[src/rtl/core/cswm_pkg.sv]
// Package for the C source whitespace minifier.
// Holds lexical mode codes, character constants, payload structs and byte classifiers.
// No dependencies.
package cswm_pkg;

  typedef enum logic [2:0] {
    MODE_NORMAL  = 3'd0,
    MODE_STRING  = 3'd1,
    MODE_CHAR    = 3'd2,
    MODE_LINE    = 3'd3,
    MODE_BLOCK   = 3'd4,
    MODE_PREPROC = 3'd5
  } mode_e;

  localparam logic [7:0] CH_SPACE  = 8'h20;
  localparam logic [7:0] CH_TAB    = 8'h09;
  localparam logic [7:0] CH_LF     = 8'h0A;
  localparam logic [7:0] CH_CR     = 8'h0D;
  localparam logic [7:0] CH_HASH   = 8'h23;
  localparam logic [7:0] CH_DQUOTE = 8'h22;
  localparam logic [7:0] CH_SQUOTE = 8'h27;
  localparam logic [7:0] CH_SLASH  = 8'h2F;
  localparam logic [7:0] CH_STAR   = 8'h2A;
  localparam logic [7:0] CH_BSLASH = 8'h5C;
  localparam logic [7:0] CH_SEMI   = 8'h3B;
  localparam logic [7:0] CH_LOW_R  = 8'h72;
  localparam logic [7:0] CH_LOW_E  = 8'h65;
  localparam logic [7:0] CH_LOW_T  = 8'h74;
  localparam logic [7:0] CH_LOW_U  = 8'h75;
  localparam logic [7:0] CH_LOW_N  = 8'h6E;

  // length of "return"; match count at this value means a complete keyword
  localparam logic [2:0] KW_LEN = 3'd6;

  // result queue depth: one entry in flight plus up to two pushed per transaction
  localparam int unsigned FIFO_DEPTH = 3;

  typedef struct packed {
    logic [7:0] in_byte;
    logic       end_of_text;
  } in_t;

  typedef struct packed {
    logic [7:0] out_byte;
    logic       last_of_run;
  } out_t;

  // up to two bytes produced by one transaction
  typedef struct packed {
    logic [1:0] n;
    logic [7:0] b0;
    logic [7:0] b1;
  } emit_t;

  function automatic logic is_ws(input logic [7:0] b);
    return (b == CH_SPACE) || (b == CH_TAB) || (b == CH_LF) || (b == CH_CR);
  endfunction

  function automatic logic is_letter(input logic [7:0] b);
    return ((b >= 8'h61) && (b <= 8'h7A)) || ((b >= 8'h41) && (b <= 8'h5A));
  endfunction

  function automatic logic is_alnum(input logic [7:0] b);
    return is_letter(b) || ((b >= 8'h30) && (b <= 8'h39));
  endfunction

  function automatic logic [7:0] kw_char(input logic [2:0] idx);
    logic [7:0] c;
    case (idx)
      3'd0:    c = CH_LOW_R;
      3'd1:    c = CH_LOW_E;
      3'd2:    c = CH_LOW_T;
      3'd3:    c = CH_LOW_U;
      3'd4:    c = CH_LOW_R;
      3'd5:    c = CH_LOW_N;
      default: c = 8'h00;
    endcase
    return c;
  endfunction

  function automatic logic [2:0] kw_advance(input logic [2:0] cnt, input logic [7:0] b);
    logic [2:0] r;
    if ((cnt < KW_LEN) && (b == kw_char(cnt))) begin
      r = 3'(cnt + 3'd1);
    end else if ((cnt == 3'd5) && (b == CH_LOW_E)) begin
      r = 3'd2;
    end else if (b == CH_LOW_R) begin
      r = 3'd1;
    end else begin
      r = 3'd0;
    end
    return r;
  endfunction

  function automatic emit_t put(input emit_t e, input logic [7:0] x);
    emit_t r;
    r = e;
    if (e.n == 2'd0) begin
      r.b0 = x;
      r.n  = 2'd1;
    end else if (e.n == 2'd1) begin
      r.b1 = x;
      r.n  = 2'd2;
    end
    return r;
  endfunction

endpackage

[src/rtl/core/c_source_whitespace_minifier.sv]
// Top level of the C source whitespace minifier.
// Lexer state, whitespace/keyword rules and a three-entry result queue.
// Depends on cswm_pkg.
//
// Usage:
//   Input channel (in_valid_i/in_ready_o/in_data_i) takes one text byte per
//   transaction; end_of_text marks the final byte of a text, after which the
//   lexer state returns to its reset values.
//   Output channel (out_valid_o/out_ready_i/out_data_o) returns zero, one or
//   two bytes per input transaction; last_of_run flags the final byte of each
//   group. An input that yields nothing produces no output transaction.
//   Each result is written into the registered queue and offered from its head.
//   Throughput: one input byte per cycle while in_ready_o is high; an inserted
//   space costs one extra output transaction, as the output moves one byte per cycle.
//   in_ready_o comes from the queue fill count alone (low with two or more
//   bytes queued), so a stalled receiver backs up the input with no loss.
//   Reset clears lexer state and empties the queue.
module c_source_whitespace_minifier (
  input  logic             clk_i,
  input  logic             rst_ni,
  input  logic             in_valid_i,
  output logic             in_ready_o,
  input  cswm_pkg::in_t    in_data_i,
  output logic             out_valid_o,
  input  logic             out_ready_i,
  output cswm_pkg::out_t   out_data_o
);
  import cswm_pkg::*;

  mode_e       mode_q, mode_d;
  logic [7:0]  prev_q, prev_d;
  logic        slash_q, slash_d;
  logic        star_q, star_d;
  logic        pend_q, pend_d;
  logic [2:0]  kw_q, kw_d;

  out_t        fifo_q [FIFO_DEPTH];
  out_t        fifo_d [FIFO_DEPTH];
  logic [1:0]  cnt_q, cnt_d;

  logic        acc;
  logic        pop;
  logic [1:0]  base;
  logic [1:0]  push_n;
  emit_t       em;
  logic [7:0]  b;
  logic        done;

  assign b           = in_data_i.in_byte;
  assign in_ready_o  = (cnt_q <= 2'd1);
  assign acc         = in_valid_i && in_ready_o;
  assign out_valid_o = (cnt_q != 2'd0);
  assign out_data_o  = fifo_q[0];
  assign pop         = out_valid_o && out_ready_i;

  always_comb begin
    mode_d  = mode_q;
    slash_d = slash_q;
    star_d  = star_q;
    pend_d  = pend_q;
    kw_d    = kw_q;
    em      = '0;
    done    = 1'b0;

    case (mode_q)
      MODE_STRING: begin
        em = put(em, b);
        if ((b == CH_DQUOTE) && (prev_q != CH_BSLASH)) mode_d = MODE_NORMAL;
      end
      MODE_CHAR: begin
        em = put(em, b);
        if ((b == CH_SQUOTE) && (prev_q != CH_BSLASH)) mode_d = MODE_NORMAL;
      end
      MODE_LINE, MODE_PREPROC: begin
        em = put(em, b);
        if (b == CH_LF) mode_d = MODE_NORMAL;
      end
      MODE_BLOCK: begin
        em = put(em, b);
        if (star_q && (b == CH_SLASH)) begin
          mode_d = MODE_NORMAL;
          star_d = 1'b0;
        end else begin
          star_d = (b == CH_STAR);
        end
      end
      default: begin
        mode_d = MODE_NORMAL;
        if ((kw_q == KW_LEN) && !is_alnum(b) && (b != CH_SEMI)) em = put(em, CH_SPACE);
        if (slash_q) begin
          slash_d = 1'b0;
          if ((b == CH_SLASH) || (b == CH_STAR)) begin
            em     = put(em, b);
            mode_d = (b == CH_SLASH) ? MODE_LINE : MODE_BLOCK;
            star_d = 1'b0;
            kw_d   = 3'd0;
            done   = 1'b1;
          end
        end
        if (!done && pend_q) begin
          if (is_ws(b)) begin
            done = 1'b1;
          end else begin
            pend_d = 1'b0;
            if (is_letter(b) || (b == CH_HASH)) em = put(em, CH_SPACE);
          end
        end
        if (!done) begin
          if (b == CH_HASH) begin
            em     = put(em, b);
            mode_d = MODE_PREPROC;
            kw_d   = 3'd0;
          end else if (b == CH_DQUOTE) begin
            em     = put(em, b);
            mode_d = MODE_STRING;
            kw_d   = 3'd0;
          end else if (b == CH_SQUOTE) begin
            em     = put(em, b);
            mode_d = MODE_CHAR;
            kw_d   = 3'd0;
          end else if (b == CH_SLASH) begin
            em      = put(em, b);
            slash_d = 1'b1;
            kw_d    = 3'd0;
          end else if (is_ws(b)) begin
            pend_d = 1'b1;
            kw_d   = 3'd0;
          end else begin
            em   = put(em, b);
            kw_d = kw_advance(kw_q, b);
          end
        end
      end
    endcase

    prev_d = b;
    if (in_data_i.end_of_text) begin
      mode_d  = MODE_NORMAL;
      prev_d  = 8'h00;
      slash_d = 1'b0;
      star_d  = 1'b0;
      pend_d  = 1'b0;
      kw_d    = 3'd0;
    end
  end

  // result queue: head at entry 0, shifts down on pop
  assign push_n = acc ? em.n : 2'd0;
  assign base   = 2'(cnt_q - {1'b0, pop});

  always_comb begin
    for (int i = 0; i < FIFO_DEPTH - 1; i++) begin
      fifo_d[i] = pop ? fifo_q[i + 1] : fifo_q[i];
    end
    fifo_d[FIFO_DEPTH - 1] = fifo_q[FIFO_DEPTH - 1];
    for (int i = 0; i < FIFO_DEPTH; i++) begin
      if ((push_n != 2'd0) && (base == 2'(i))) begin
        fifo_d[i] = '{out_byte: em.b0, last_of_run: (push_n == 2'd1)};
      end
      if ((push_n == 2'd2) && (2'(base + 2'd1) == 2'(i))) begin
        fifo_d[i] = '{out_byte: em.b1, last_of_run: 1'b1};
      end
    end
    cnt_d = 2'(base + push_n);
  end

  always_ff @(posedge clk_i or negedge rst_ni) begin
    if (!rst_ni) begin
      mode_q  <= MODE_NORMAL;
      prev_q  <= 8'h00;
      slash_q <= 1'b0;
      star_q  <= 1'b0;
      pend_q  <= 1'b0;
      kw_q    <= 3'd0;
      cnt_q   <= 2'd0;
    end else begin
      cnt_q <= cnt_d;
      if (acc) begin
        mode_q  <= mode_d;
        prev_q  <= prev_d;
        slash_q <= slash_d;
        star_q  <= star_d;
        pend_q  <= pend_d;
        kw_q    <= kw_d;
      end
    end
  end

  always_ff @(posedge clk_i) begin
    fifo_q <= fifo_d;
  end

  a_eot_clears: assert property (@(posedge clk_i) disable iff (!rst_ni)
    (acc && in_data_i.end_of_text) |=>
      (mode_q == MODE_NORMAL) && (kw_q == 3'd0) && !pend_q && !slash_q)
    else $error("lexer state not cleared after end of text");

  a_slash_pend_excl: assert property (@(posedge clk_i) disable iff (!rst_ni)
    !(slash_q && pend_q))
    else $error("slash and pending space both set");

  a_pend_kw_zero: assert property (@(posedge clk_i) disable iff (!rst_ni)
    pend_q |-> (kw_q == 3'd0))
    else $error("keyword match active during whitespace run");

  a_cnt_track: assert property (@(posedge clk_i) disable iff (!rst_ni)
    !acc |=> (cnt_q == 2'($past(cnt_q) - {1'b0, $past(pop)})))
    else $error("queue count changed without a transaction");

endmodule

[config.mk]
export PLATFORM = sky130hd
export DESIGN_NAME = c_source_whitespace_minifier
export DESIGN_NICKNAME = d
export VERILOG_FILES = /design/src/rtl/core/cswm_pkg.sv /design/src/rtl/core/c_source_whitespace_minifier.sv
export SDC_FILE = /design/constraint.sdc
export NUM_CORES = 1
export LEC_CHECK = 0
export ABC_AREA = 1
export BUFFER_PORTS_ARGS = -buffer_cell sky130_fd_sc_hd__buf_2
export CAP_MARGIN = 15
export CORE_ASPECT_RATIO = 1.25
export CORE_UTILIZATION = 30
export CTS_CLUSTER_SIZE = 14
export DETAILED_ROUTE_END_ITERATION = 6
export GPL_TIMING_DRIVEN = 0
export PLACE_DENSITY = 0.47
export SLEW_MARGIN = 40
export SYNTH_ARGS = -nofsm -noshare
export SYNTH_HDL_FRONTEND = slang
export SYNTH_SLANG_ARGS = --single-unit
[constraint.sdc]
create_clock -name clk_i -period 3.85 [get_ports clk_i]
set_clock_uncertainty 0.05 [all_clocks]
set_input_delay 0.5775 -clock clk_i [delete_from_list [all_inputs] [get_ports clk_i]]
set_output_delay 0.5775 -clock clk_i [all_outputs]
set_load 0.01 [all_outputs]
* Word-level counts from Yosys, hierarchy flattened
Cells that the tools add are included.
Cells by class: order comparisons 8, muxes and demuxes 103, reduce and logical (&&, ||, !) cells 51, equal/unequal tests 42, $add $sub $neg 4
Operators with widths (number):
- $mux W18 | 15
- $mux W8 | 17
- $mux W9 | 8
- $mux W3 | 23
- $eq A8 B6 Y1 const B | 6
- $pmux W7 S5 | 1
- $mux W1 | 28
- $eq A8 B4 Y1 const B | 3
- $logic_and A1 B1 Y1 | 19
- $ne A3 B3 Y1 const B | 6
- $mux W17 | 1
- $eq A8 B7 Y1 const B | 2
- $ge A8 B7 Y1 const B | 2
- $le A8 B7 Y1 const B | 2
- $mux W2 | 8
- $eq A3 B3 Y1 const B | 5
- $eq A2 B1 Y1 const B | 6
- $eq A3 B2 Y1 const B | 4
- $pmux W3 S4 | 1
- $reduce_bool A3 Y1 | 4
- $logic_not A2 Y1 | 5
- $reduce_bool A2 Y1 | 5
- $eq A8 B8 Y1 | 1
- $ge A8 B6 Y1 const B | 1
- 22 further kinds | 35
Word-level totals: output and inout port bits 11, bits in registers 46, bits of input ports 13

* Longest topological paths before layout
depth after elaboration 37, gate-level depth with buffers 29, gate-level depth less buffers 28

* Least setup slack after synthesis
Ideal clock, no wire load.
kind input-to-reg, start input port in_data_i[4] (netlist bit), end register fifo_q, in the netlist out_data_o[1], enable pin, library setup time 0.337 ns, slack 0.071 ns, stages 23, required time 3.463 ns, buffers on the path 2, arrival 3.393 ns, cells stage by stage buf_2 -> nor2_1 -> nand3_1 -> nand3_1 -> nand3_1 -> inv_1 -> ha_1 -> nand2_1 -> nand2_1 -> inv_1 -> ha_1 -> nand3_1 -> nand2_1 -> ha_1 -> nand3b_1 -> nand2_1 -> inv_1 -> nand2_2 -> nand2_4 -> nand2_8 -> nand2_2 -> buf_6 -> nand3_1
On the way: cells in the longest elaborated chain, start to end 36
RTL lines:
- from (decl) | RTL line c_source_whitespace_minifier.sv:23 | input cswm_pkg::in_t in_data_i,
- $ge A8 B7 Y1 / $le A8 B7 Y1 (equally long branches) | RTL line cswm_pkg.sv:60 | return ((b >= 8'h61) && (b <= 8'h7A)) || ((b >= 8'h41) && (b <= 8'h5A));
- $logic_and A1 B1 Y1 | RTL line cswm_pkg.sv:60
- $logic_or A1 B1 Y1 | RTL line cswm_pkg.sv:60
- $logic_or A1 B1 Y1 | RTL line cswm_pkg.sv:64 | return is_letter(b) || ((b >= 8'h30) && (b <= 8'h39));
- $logic_not A1 Y1 | RTL line c_source_whitespace_minifier.sv:89 | if ((kw_q == KW_LEN) && !is_alnum(b) && (b != CH_SEMI)) em = put(em, CH_SPACE);
- $logic_and A1 B1 Y1 (2 in a row) | RTL line c_source_whitespace_minifier.sv:89
- $mux W17 | RTL line c_source_whitespace_minifier.sv:89
- $mux W18 | RTL line c_source_whitespace_minifier.sv:65 | case (mode_q)
- [... 19 more ...]
- $mux W18 | RTL line c_source_whitespace_minifier.sv:113 | end else if (b == CH_DQUOTE) begin
- $mux W18 | RTL line c_source_whitespace_minifier.sv:109 | if (b == CH_HASH) begin
- $mux W18 * | RTL line c_source_whitespace_minifier.sv:108 | if (!done) begin
- $mux W18 *
- $mux W2 * | RTL line c_source_whitespace_minifier.sv:148 | assign push_n = acc ? em.n : 2'd0;
- $eq A2 B2 Y1 / $reduce_bool A2 Y1 (equally long branches) | RTL line c_source_whitespace_minifier.sv:160, c_source_whitespace_minifier.sv:157
- $logic_and A1 B1 Y1 (on tied branches) | RTL line c_source_whitespace_minifier.sv:160, c_source_whitespace_minifier.sv:157
- $reduce_bool A3 Y1 (no source line) *
- to (signal assigned) | RTL line c_source_whitespace_minifier.sv:190 | fifo_q <= fifo_d;
- to (decl) | RTL line c_source_whitespace_minifier.sv:37 | out_t fifo_q [FIFO_DEPTH];
Every way passes the cells marked *; elsewhere a longest branch is shown, timed or not. The select of a mux whose other input is x is not followed. A chain may end at the register's enable or synchronous reset.

* Worst setup path in the final report
start input port in_data_i[8] (netlist bit), end register fifo_q, in the netlist out_data_o[8], enable pin
Same word-level chain as after synthesis.

==> results_dict.tcl <==
set metrics [dict create \
    mostFrequentLayoutCells "nand2_1, inv_1, nand3_1, nor2_1, edfxtp_1" \
    critPathLaunchType "primary input" \
    dp_cells 649 \
    via_per_inst 4.85 \
    vias 3226 \
    crit_arrival_ns 3.55 \
    cp.required_ns 3.79 \
    min_period_over_period_pct 93.6 \
    place.detailed.hpwl_um 7150 \
    hold_buffers 0 \
    clk_path_buf_depth 2 \
    synthCells 494 \
    cts_made_buffers 5 \
    hold_violations 0 \
    die_y_um 123 \
    layout.nets 555 \
    outcome "completed" \
    drive_above_1_share_pct 18.9 \
    ir_worst_vdd_mv 0.207 \
    total_power_mw 2.20 \
    holdWs_ns 0.176 \
    synth.distinct_cells 42 \
    slew_viol_final 0 \
    drtPass1Iterations 4 \
    worst-path-buf-inv 7 \
    rsz0062_at_grt "no" \
    cp_top_family "simple AND/OR/NAND/NOR gates" \
    drtIter0Drc 112 \
    syn-num-nets 520 \
    grt_overflow 0 \
    tightest_slew_ns 0.565 \
    grt_max_degree 20 \
    cts.sinks 46 \
    final_common_cell "nand2_1" \
    wl_per_cell_um 13.5 \
    fmax_ghz 0.277 \
    die_width_um 98.8 \
    grt_pass1_wl_um 15100 \
    clk_pin_slew_ns 0.07 \
    worst_path_max_delay_cell "ha_1" \
    async_flop_share_pct 41.3 \
    synth-main-ff-cell "edfxtp_1" \
    fillCellCount 1221 \
    finalWeightedCongestion 0.869 \
    core_region_area_um2 11200 \
    maxCapViolations 0 \
    min_path_type "in2async" \
    path_common_cell "nand2_1" \
    period_needed_ns 3.61 \
    slew_headroom_pct 62.2 \
    drtAntennaViolNets 0 \
    ys_ff_latch 46 \
    drc 0 \
    initial_core_util_pct 31.2 \
    wl_um 8950 \
    setup_viol 0 \
    p_per_area_nw_per_um2 534 \
    clk_latency_ns 0.29 \
    yosysSeqAreaShare_pct 35.8 \
    synth_edf_count 24 \
    area_growth_pct 17.1 \
    stdcell_count 665 \
    syn_avg_cell_area_um2 7.11 \
    rows 43 \
    p_leak_nw 2.08 \
    cts-root-buf "clkbuf_16" \
    track_usage_pct 15.8 \
    die-area_um2 12200 \
    antenna_found_initial 0 \
    diodes 0 \
    syn-cell-area_um2 3510 \
    end_kind "register" \
    slowest_delay_ns 0.27 \
    worstPathMaxFanout 10 \
    cts_tree "yes" \
    design.portCount 24 \
    fin_tns_setup_ns 0 \
    grt_pass1_vias 3174 \
    worstSetupPathType "in2reg" \
    htree_levels 2 \
    io_buffer_count 20 \
    ys.warnings.count 0 \
]
## worst register-to-register path, delay by kind of cell (launching register included)
| kind | cells | cell delay, ns |
|---|---|---|
| flops | 1 | 0.36 |
| buf+inv | 7 | 0.53 |
| simple gates | 15 | 1.39 |
| fa+ha+maj | 4 | 0.92 |
## layout make-up
type	instances	area, um^2	area share, %
multi-input combinational	345	1880	45.7
timing repair buffer	28	160	3.89
clock inverter	3	45.0	1.10
tap	135	169	4.11
sequential	46	1260	30.5
clock buffer	5	125	3.04
buffer	22	168	4.08
inverter	81	309	7.51
## cells in the mapped netlist (2+ instances only)
master / number / share of area [%]
a211oi_1: 2 / 0.43
a21oi_1: 6 / 0.85
buf_2: 2 / 0.28
buf_4: 11 / 2.4
buf_6: 4 / 1.3
clkbuf_1: 3 / 0.32
clkinv_1: 2 / 0.21
dfrtp_1: 19 / 14
dfxtp_1: 3 / 1.7
edfxtp_1: 24 / 21
ha_1: 13 / 4.6
inv_1: 73 / 7.8
inv_2: 6 / 0.64
nand2_1: 134 / 14
nand2_2: 8 / 1.4
nand2_4: 3 / 0.96
nand3_1: 63 / 9.0
nand3_2: 6 / 1.7
nand3b_1: 3 / 0.64
nand4_1: 10 / 1.8
nor2_1: 38 / 4.1
nor3_1: 8 / 1.1
o21ai_0: 18 / 2.6
o22ai_1: 6 / 1.1
o31ai_1: 7 / 1.5
o41ai_1: 2 / 0.50
or2_2: 4 / 0.71
xor2_1: 2 / 0.50
## state kept, by name, indices dropped and copies added (netlist names)
signal,cells
mode_q,3
prev_q,8
cnt_q,2
star_q,1
fifo_q,18
kw_q,3
pend_q,1
out_data_o,9
slash_q,1
## power breakdown
group	total (mW)	switching, mW	internal, mW	leakage (nW)
Clock	0.500	0.194	0.306	0.0760
Sequential	0.805	0.0610	0.744	0.494
Combinational	0.892	0.546	0.347	1.51
## routing by layer
layer  share of wire, %  track usage [%]  vias to the layer above
met2                 53             30.3                       60
met4                2.1             5.97                        0
met3                2.5             2.09                       12
met1                 42             17.7                     1481
li1                   -                -                     1673
met5                  0                0                        -
## logic make-up (layout without fill, tap and decap cells)
kind of cell / after synthesis / in the layout / share of synthesized area (%)
xor+xnor: 2 / 2 / 0.499
buf+inv: 103 / 139 / 13.1
compound gates: 46 / 46 / 8.01
mux: 1 / 1 / 0.320
simple gates: 283 / 283 / 37.6
flops: 46 / 46 / 35.8
fa+ha+maj: 13 / 13 / 4.63
## timing repair
action,CTS,global route
setup endpoints to repair,33,52
hold endpoints to repair,0,0
resized for setup,7,19
setup buffers,1,7
pin swaps,0,5
## metrics by stage
step / util (%) / area (um^2) / worst slack [ns]
after floorplan: - / 3510 / 0.0706
after global placement: 33.6 / 3780 / -0.484
after detailed placement: 33.6 / 3780 / -0.501
after CTS: 35.5 / 4000 / 0.0143
after global routing: 36.6 / 4110 / 0.00365
final: 36.6 / 4110 / 0.245
## path summary, 6_finish.rpt
| path | end | slack, ns | cells after the start | startpoint |
|---|---|---|---|---|
| hold reg to reg | fifo_q[0] | 0.43 | 2 | fifo_q[0] |
| hold / removal | mode_q[2] | 0.18 | 1 | rst_ni |
| min in group clk_i | fifo_q[0] | 0.43 | 2 | fifo_q[0] |
| max in group asynchronous | prev_q[4] | 3.26 | 1 | rst_ni |
| setup / recovery | out_data_o[8] | 0.24 | 27 | in_data_i[8] |
| setup reg to reg | out_data_o[8] | 0.28 | 26 | kw_q[0] |
Power figures use the tool's default switching activity.
